==> src/sv/atbp_pkg.sv <==
// ----------------------------------------------------------------------------
// atbp_pkg
// Shared types, byte codes, color tables and helpers for the terminal parser.
// ----------------------------------------------------------------------------
package atbp_pkg;

  localparam int ROW_W      = 6;
  localparam int COL_W      = 7;
  localparam int ADDR_W     = ROW_W + COL_W;
  localparam int NUM_CELLS  = 1 << ADDR_W;
  localparam int MAX_ROWS   = 64;
  localparam int MAX_COLS   = 128;
  localparam int MAX_PARAMS = 16;
  localparam int PIDX_W     = 4;
  localparam int PCNT_W     = 5;
  localparam int PVAL_W     = 16;
  localparam int PENT_W     = PVAL_W + 1;

  localparam logic [1:0] REG_ROWS = 2'd0;
  localparam logic [1:0] REG_COLS = 2'd1;

  localparam logic [7:0] BYTE_BEL    = 8'h07;
  localparam logic [7:0] BYTE_BS     = 8'h08;
  localparam logic [7:0] BYTE_TAB    = 8'h09;
  localparam logic [7:0] BYTE_LF     = 8'h0A;
  localparam logic [7:0] BYTE_CR     = 8'h0D;
  localparam logic [7:0] BYTE_ESC    = 8'h1B;
  localparam logic [7:0] BYTE_SPACE  = 8'h20;
  localparam logic [7:0] BYTE_BANG   = 8'h21;
  localparam logic [7:0] BYTE_LPAREN = 8'h28;
  localparam logic [7:0] BYTE_RPAREN = 8'h29;
  localparam logic [7:0] DIGIT_0     = 8'h30;
  localparam logic [7:0] DIGIT_9     = 8'h39;
  localparam logic [7:0] BYTE_SEMI   = 8'h3B;
  localparam logic [7:0] BYTE_GT     = 8'h3E;
  localparam logic [7:0] BYTE_QMARK  = 8'h3F;
  localparam logic [7:0] FINAL_LO    = 8'h40;
  localparam logic [7:0] FINAL_HI    = 8'h7E;
  localparam logic [7:0] BYTE_LBRACK = 8'h5B;
  localparam logic [7:0] BYTE_BSLASH = 8'h5C;
  localparam logic [7:0] BYTE_RBRACK = 8'h5D;

  localparam logic [7:0] ESC_RESET   = 8'h63;
  localparam logic [7:0] ESC_INDEX   = 8'h44;
  localparam logic [7:0] ESC_NEWLINE = 8'h45;
  localparam logic [7:0] ESC_REVIDX  = 8'h4D;

  localparam logic [7:0] CSI_UP      = 8'h41;
  localparam logic [7:0] CSI_DOWN    = 8'h42;
  localparam logic [7:0] CSI_FWD     = 8'h43;
  localparam logic [7:0] CSI_BACK    = 8'h44;
  localparam logic [7:0] CSI_POS     = 8'h48;
  localparam logic [7:0] CSI_POS_F   = 8'h66;
  localparam logic [7:0] CSI_ERASE   = 8'h4A;
  localparam logic [7:0] CSI_ERASE_L = 8'h4B;
  localparam logic [7:0] CSI_SGR     = 8'h6D;
  localparam logic [7:0] CSI_SCROLL  = 8'h53;

  localparam logic [15:0] SGR_RESET     = 16'd0;
  localparam logic [15:0] SGR_BOLD      = 16'd1;
  localparam logic [15:0] SGR_ITALIC    = 16'd3;
  localparam logic [15:0] SGR_UNDER     = 16'd4;
  localparam logic [15:0] SGR_REVERSE   = 16'd7;
  localparam logic [15:0] SGR_NO_BOLD   = 16'd22;
  localparam logic [15:0] SGR_NO_ITALIC = 16'd23;
  localparam logic [15:0] SGR_NO_UNDER  = 16'd24;
  localparam logic [15:0] SGR_NO_REV    = 16'd27;
  localparam logic [15:0] SGR_FG_EXT    = 16'd38;
  localparam logic [15:0] SGR_FG_DEF    = 16'd39;
  localparam logic [15:0] SGR_BG_EXT    = 16'd48;
  localparam logic [15:0] SGR_BG_DEF    = 16'd49;
  localparam logic [15:0] SGR_FG_LO     = 16'd30;
  localparam logic [15:0] SGR_FG_HI     = 16'd37;
  localparam logic [15:0] SGR_BG_LO     = 16'd40;
  localparam logic [15:0] SGR_BG_HI     = 16'd47;
  localparam logic [15:0] SGR_FGB_LO    = 16'd90;
  localparam logic [15:0] SGR_FGB_HI    = 16'd97;
  localparam logic [15:0] SGR_BGB_LO    = 16'd100;
  localparam logic [15:0] SGR_BGB_HI    = 16'd107;
  localparam logic [16:0] EXT_RGB       = 17'd2;
  localparam logic [16:0] EXT_INDEX     = 17'd5;

  localparam logic [3:0] FL_BOLD    = 4'b0001;
  localparam logic [3:0] FL_ITALIC  = 4'b0010;
  localparam logic [3:0] FL_UNDER   = 4'b0100;
  localparam logic [3:0] FL_REVERSE = 4'b1000;

  typedef struct packed {
    logic [7:0] r;
    logic [7:0] g;
    logic [7:0] b;
  } rgb_t;

  typedef struct packed {
    rgb_t       fg;
    rgb_t       bg;
    logic [3:0] flags;
  } pen_t;

  typedef struct packed {
    logic [7:0] ch;
    pen_t       pen;
  } cell_t;

  localparam rgb_t  DEF_FG     = '{r: 8'd200, g: 8'd200, b: 8'd200};
  localparam rgb_t  DEF_BG     = '{r: 8'd10, g: 8'd10, b: 8'd18};
  localparam pen_t  DEF_PEN    = '{fg: DEF_FG, bg: DEF_BG, flags: 4'd0};
  localparam cell_t BLANK_CELL = '{ch: BYTE_SPACE, pen: DEF_PEN};

  typedef struct packed {
    logic                 mode;
    logic [7:0]           in_byte;
    logic [ROW_W-1:0]     read_row;
    logic [COL_W-1:0]     read_col;
  } in_word_t;

  typedef struct packed {
    logic [7:0]       cell_char;
    logic [7:0]       fg_red;
    logic [7:0]       fg_green;
    logic [7:0]       fg_blue;
    logic [7:0]       bg_red;
    logic [7:0]       bg_green;
    logic [7:0]       bg_blue;
    logic [3:0]       cell_flags;
    logic [ROW_W-1:0] cursor_row;
    logic [COL_W-1:0] cursor_col;
  } out_word_t;

  typedef struct packed {
    logic       digit;
    logic [3:0] digit_val;
    logic       push;
    logic       leader;
    logic       clear_num;
    logic       clear_count;
  } plex_t;

  typedef struct packed {
    logic [PCNT_W-1:0] count;
    logic [PENT_W-1:0] rdata;
    logic              pending;
  } pinfo_t;

  function automatic logic [6:0] clamp_rows(input logic [6:0] r);
    if (r == 7'd0) return 7'd1;
    if (r > 7'(MAX_ROWS)) return 7'(MAX_ROWS);
    return r;
  endfunction

  function automatic logic [7:0] clamp_cols(input logic [7:0] c);
    if (c == 8'd0) return 8'd1;
    if (c > 8'(MAX_COLS)) return 8'(MAX_COLS);
    return c;
  endfunction

  function automatic rgb_t base_color(input logic [3:0] idx);
    rgb_t c;
    case (idx)
      4'd0:    c = '{8'd10, 8'd10, 8'd18};
      4'd1:    c = '{8'd200, 8'd50, 8'd50};
      4'd2:    c = '{8'd50, 8'd200, 8'd50};
      4'd3:    c = '{8'd200, 8'd200, 8'd50};
      4'd4:    c = '{8'd50, 8'd50, 8'd200};
      4'd5:    c = '{8'd200, 8'd50, 8'd200};
      4'd6:    c = '{8'd50, 8'd200, 8'd200};
      4'd7:    c = '{8'd200, 8'd200, 8'd200};
      4'd8:    c = '{8'd100, 8'd100, 8'd100};
      4'd9:    c = '{8'd255, 8'd80, 8'd80};
      4'd10:   c = '{8'd80, 8'd255, 8'd80};
      4'd11:   c = '{8'd255, 8'd255, 8'd80};
      4'd12:   c = '{8'd80, 8'd80, 8'd255};
      4'd13:   c = '{8'd255, 8'd80, 8'd255};
      4'd14:   c = '{8'd80, 8'd255, 8'd255};
      default: c = '{8'd255, 8'd255, 8'd255};
    endcase
    return c;
  endfunction

  function automatic logic [7:0] cube_level(input logic [2:0] q);
    if (q == 3'd0) return 8'd0;
    return 8'd55 + 8'(q) * 8'd40;
  endfunction

  function automatic rgb_t index_color(input logic [7:0] idx);
    logic [7:0] k;
    logic [7:0] rem;
    logic [2:0] q0;
    logic [2:0] q1;
    logic [2:0] q2;
    logic [7:0] v;
    rgb_t       c;
    k  = idx - 8'd16;
    q0 = 3'd0;
    if (k >= 8'd36)  q0 = 3'd1;
    if (k >= 8'd72)  q0 = 3'd2;
    if (k >= 8'd108) q0 = 3'd3;
    if (k >= 8'd144) q0 = 3'd4;
    if (k >= 8'd180) q0 = 3'd5;
    rem = k - 8'(q0) * 8'd36;
    q1  = 3'd0;
    if (rem >= 8'd6)  q1 = 3'd1;
    if (rem >= 8'd12) q1 = 3'd2;
    if (rem >= 8'd18) q1 = 3'd3;
    if (rem >= 8'd24) q1 = 3'd4;
    if (rem >= 8'd30) q1 = 3'd5;
    q2 = 3'(rem - 8'(q1) * 8'd6);
    v  = 8'd8 + 8'd10 * (idx - 8'd232);
    if (idx < 8'd16) begin
      c = base_color(idx[3:0]);
    end else if (idx < 8'd232) begin
      c = '{cube_level(q0), cube_level(q1), cube_level(q2)};
    end else begin
      c = '{v, v, v};
    end
    return c;
  endfunction

endpackage

==> src/sv/atbp_params.sv <==
// ----------------------------------------------------------------------------
// atbp_params
// CSI number accumulator and parameter list memory with registered read.
// ----------------------------------------------------------------------------
module atbp_params (
  input  logic                     clk,
  input  logic                     rst,
  input  atbp_pkg::plex_t          ctl,
  input  logic [atbp_pkg::PIDX_W-1:0] raddr,
  output atbp_pkg::pinfo_t         info
);
  import atbp_pkg::*;

  logic [PVAL_W-1:0] digit_value;
  logic              digit_seen;
  logic              leader_seen;
  logic [PCNT_W-1:0] param_count;
  logic [PENT_W-1:0] param_list [MAX_PARAMS];
  logic [PENT_W-1:0] rdata;
  logic [PENT_W-1:0] entry;
  logic [19:0]       acc;

  assign entry = digit_seen ? {1'b0, digit_value} : {1'b1, {PVAL_W{1'b0}}};
  assign acc   = ({4'b0, digit_value} << 3) + ({4'b0, digit_value} << 1)
               + {16'b0, ctl.digit_val};

  assign info.count   = param_count;
  assign info.rdata   = rdata;
  assign info.pending = digit_seen | leader_seen;

  always_ff @(posedge clk) begin
    if (ctl.push && param_count < PCNT_W'(MAX_PARAMS)) begin
      param_list[param_count[PIDX_W-1:0]] <= entry;
    end
    rdata <= param_list[raddr];
  end

  always_ff @(posedge clk) begin
    if (rst) begin
      digit_value <= '0;
      digit_seen  <= 1'b0;
      leader_seen <= 1'b0;
      param_count <= '0;
    end else begin
      if (ctl.push && param_count < PCNT_W'(MAX_PARAMS)) begin
        param_count <= param_count + 1'b1;
      end
      if (ctl.clear_count) begin
        param_count <= '0;
      end
      if (ctl.clear_num) begin
        digit_value <= '0;
        digit_seen  <= 1'b0;
        leader_seen <= 1'b0;
      end else if (ctl.digit) begin
        if (!digit_seen) begin
          digit_value <= {12'b0, ctl.digit_val};
          digit_seen  <= 1'b1;
          leader_seen <= 1'b0;
        end else if (!leader_seen) begin
          digit_value <= (acc > 20'd65535) ? 16'hFFFF : acc[15:0];
        end
      end else if (ctl.leader) begin
        leader_seen <= 1'b1;
      end
    end
  end

endmodule

==> config.mk <==
export PLATFORM = sky130hd
export DESIGN_NAME = atbp_params
export DESIGN_NICKNAME = d
export VERILOG_FILES = /design/src/sv/atbp_pkg.sv /design/src/sv/atbp_params.sv
export SDC_FILE = /design/constraint.sdc
export NUM_CORES = 1
export LEC_CHECK = 0
export ABC_CLOCK_PERIOD_IN_PS = 8050
export BUFFER_PORTS_ARGS = -buffer_cell sky130_fd_sc_hd__buf_2
export CAP_MARGIN = 20
export CELL_PAD_IN_SITES_DETAIL_PLACEMENT = 1
export CELL_PAD_IN_SITES_GLOBAL_PLACEMENT = 2
export CORE_UTILIZATION = 52
export DETAILED_ROUTE_END_ITERATION = 16
export MAX_ROUTING_LAYER = met4
export PLACE_DENSITY_LB_ADDON = 0.1
export SLEW_MARGIN = 5
export SYNTH_ARGS = -nofsm -noshare
export SYNTH_HDL_FRONTEND = slang
export SYNTH_SLANG_ARGS = --single-unit
==> constraint.sdc <==
create_clock -name clk -period 8.05 [get_ports clk]
set_clock_uncertainty 0.1 [all_clocks]
set_input_delay 0.4025 -clock clk [delete_from_list [all_inputs] [get_ports clk]]
set_output_delay 0.4025 -clock clk [all_outputs]
set_load 0.1 [all_outputs]
==> metrics.cfg <==
[synthesis]
syn-num-nets=706
yosys.cell_types.count=52
yosysTopAreaCellShare_pct=64.3
syn_inst=654
synthTopCellsByArea=edfxtp_1 (64%), mux4_2 (15%), dfxtp_1 (6.3%)
yosys_warnings=0
syn-cell-area_sq_um=12700
synth_most_common_cell=edfxtp_1
synth_top_cell_by_area=edfxtp_1
seq_area_frac_synth_pct=70.6
yosys-top-cells-count=edfxtp_1 (272), mux4_2 (85), dfxtp_1 (40)
ys.flop_type=edfxtp_1
ys_ff_latch=312
avgSynthCellArea_sq_um=19.4
synth_edf_count=272
async_reset_ff_share_pct=0

[clock_network]
h-tree-depth=1
clk_root_buffer_cell=clkbuf_16
cts_setup_buffers=0
clk_latency_ns=0.55
ctsHoldBuffers=5
cts_tree=built
cts.sinks=312
clock_path_buffers=3
clkTransAtPathRegs_ns=0.07
cts_made_buffers=31
cts_resized=0

[grt]
antenna_found_initial=0
grt_pass1_vias=6989
met2_usage_pct=42.3
grt_pass1_wl_um=42300
grt.overflow.total=0
grt_max_degree=69
top_usage_layer=met2
grt_use_total_pct=24.4
grt.met1_usage_pct=30.6
use_met3_pct=3.16

[sta]
tightest_slew_ns=1.04
worst_slew_margin_rel_pct=30.7
report.final.hold_viol_count=0
whs_ns=0.0461
tns_ns=0
max_freq_ghz=0.292
setup_viol=0
period_share_pct=42.5
rsz0062_at_grt=false
slew_violations=0
post-route-min-period_ns=3.42
worst_slack_ns=4.63

[setup_path]
rrSetupSlack_ns=4.63
cp.arrival_ns=3.72
worstRegToRegCells=9
critical_path_depth=9
crit_family=compound AO/OA/AOI/OAI gates
worstSetupStartpointType=flip-flop
slowest_delay_ns=0.55
crit_fanout=12
path_buf_inv=0
cp_slowest_cell=nor3_4
cp.required_ns=8.35
end_kind=flip-flop
path_cells=fa_1, ha_1, a211oi_1, nor2_1, o31a_2, a211oi_2, nor3_1, nor3_4, a311oi_1
path_class=flip-flop to flip-flop

[worst_hold_path]
min_path_cells=3
hold_class=input port to flip-flop

[cells_and_area]
synthToLayoutAreaGrowth_pct=13.2
layoutNonFillerInstCount=1063
design_area_sq_um=14400
fin_nets=771
n_antenna_cell=0
fin_util_pct=60.7
drive_gt1_share_pct=28.0

[routing]
num_vias=6350
viasPerCell=5.97
wl_per_cell_um=26.4
wirelength_um=28000
ant_nets=0
route.detailed.drc=0
firstDrtPassIters=4
first_iter_violations=351

[place]
routabilityCongestion=0.911
io_buffers=37
dp.cells=1000
placed_area_sq_um=13300
hpwl_um=16100
dp_slack_ns=4.45

[outcome]
outcome=finished, final reports clean

[floorplanning]
die_w_um=158
pin_count=38
coreArea_sq_um=23700
start_util_pct=53.6
rows=56
dieArea_sq_um=25100
fp.dieH_um=158

[power]
powerDensity_nw_per_um2=231
p_leak_nw=4.93
power_mw=3.33
vdd_ir_drop_max_uv=153

[run]
cap_violations=0

path summary, 6_finish.rpt:
kind	start	endpoint
min reg2reg	leader_seen	leader_seen
min	ctl[4]	digit_value[0]
max	digit_value[2]	digit_value[14]
max reg2reg	digit_value[2]	digit_value[14]
worst reg2reg max path: stages, from the launching register on:
cell and delay (ns):
dfxtp_1 0.42, fa_1 0.50, ha_1 0.34, a211oi_1 0.23, nor2_1 0.11, o31a_2 0.40
a211oi_2 0.27, nor3_1 0.16, nor3_4 0.55, a311oi_1 0.20
kinds of logic after synthesis:
family / share of synthesized area (%)
and+or+nand+nor: 4.12
adders and majority gates: 3.76
buffers and inverters: 1.11
DFF: 70.6
AOI/OAI and AO/OA: 4.10
muxes: 15.3
xor gates and xnor gates: 0.965
layer usage:
| layer | vias up | wire length, um | part of all wire (%) |
|---|---|---|---|
| li1 | 2800 | - | - |
| met1 | 3337 | 11200 | 40 |
| met2 | 165 | 14900 | 53 |
| met3 | 48 | 1330 | 4.8 |
| met4 | 0 | 584 | 2.1 |
| met5 | - | 0 | 0 |
cell type report:
cell class,instances,area [sq um]
Sequential cell,312,8970
Multi-Input combinational cell,308,3590
Timing Repair Buffer,61,380
Clock inverter,14,159
Fill cell,2069,9300
Clock buffer,44,865
Tap cell,319,399
Inverter,5,18.8
cells in the final DEF, fill, tap and decap left out, drive strengths merged, types with 2 or more instances in the layout:
cell,Yosys,final
a211o,4,4
a211oi,5,5
a21o,5,5
a21oi,22,22
a22oi,3,3
a311oi,2,2
a31oi,4,4
a32oi,4,4
and2,33,33
buf,7,56
bufinv,0,3
clkbuf,22,44
clkinv,0,8
clkinvlp,0,2
dfxtp,40,40
dlygate4sd3,0,5
edfxtp,272,272
fa,2,2
ha,35,35
inv,5,6
mux2i,2,2
mux4,85,85
nand2,18,18
nand3,3,3
nand4,3,3
nor2,20,20
nor2b,2,2
nor3,7,7
o21a,4,4
o21ai,9,9
o41ai,4,4
or2,7,7
xnor2,5,5
xor2,9,9
power by group:
part	internal, mW	total [mW]	switching [mW]
combinational	0.0457	0.142	0.0966
clock	0.844	1.43	0.585
sequential	1.75	1.75	0.00561
total	2.64	3.33	0.687
registers in the layout, summed over array words and instances (netlist names):
register     cells
digit_value     16
param_list     272
rdata           17
leader_seen      1
param_count      5
digit_seen       1
(Power assumes the default switching activity.)
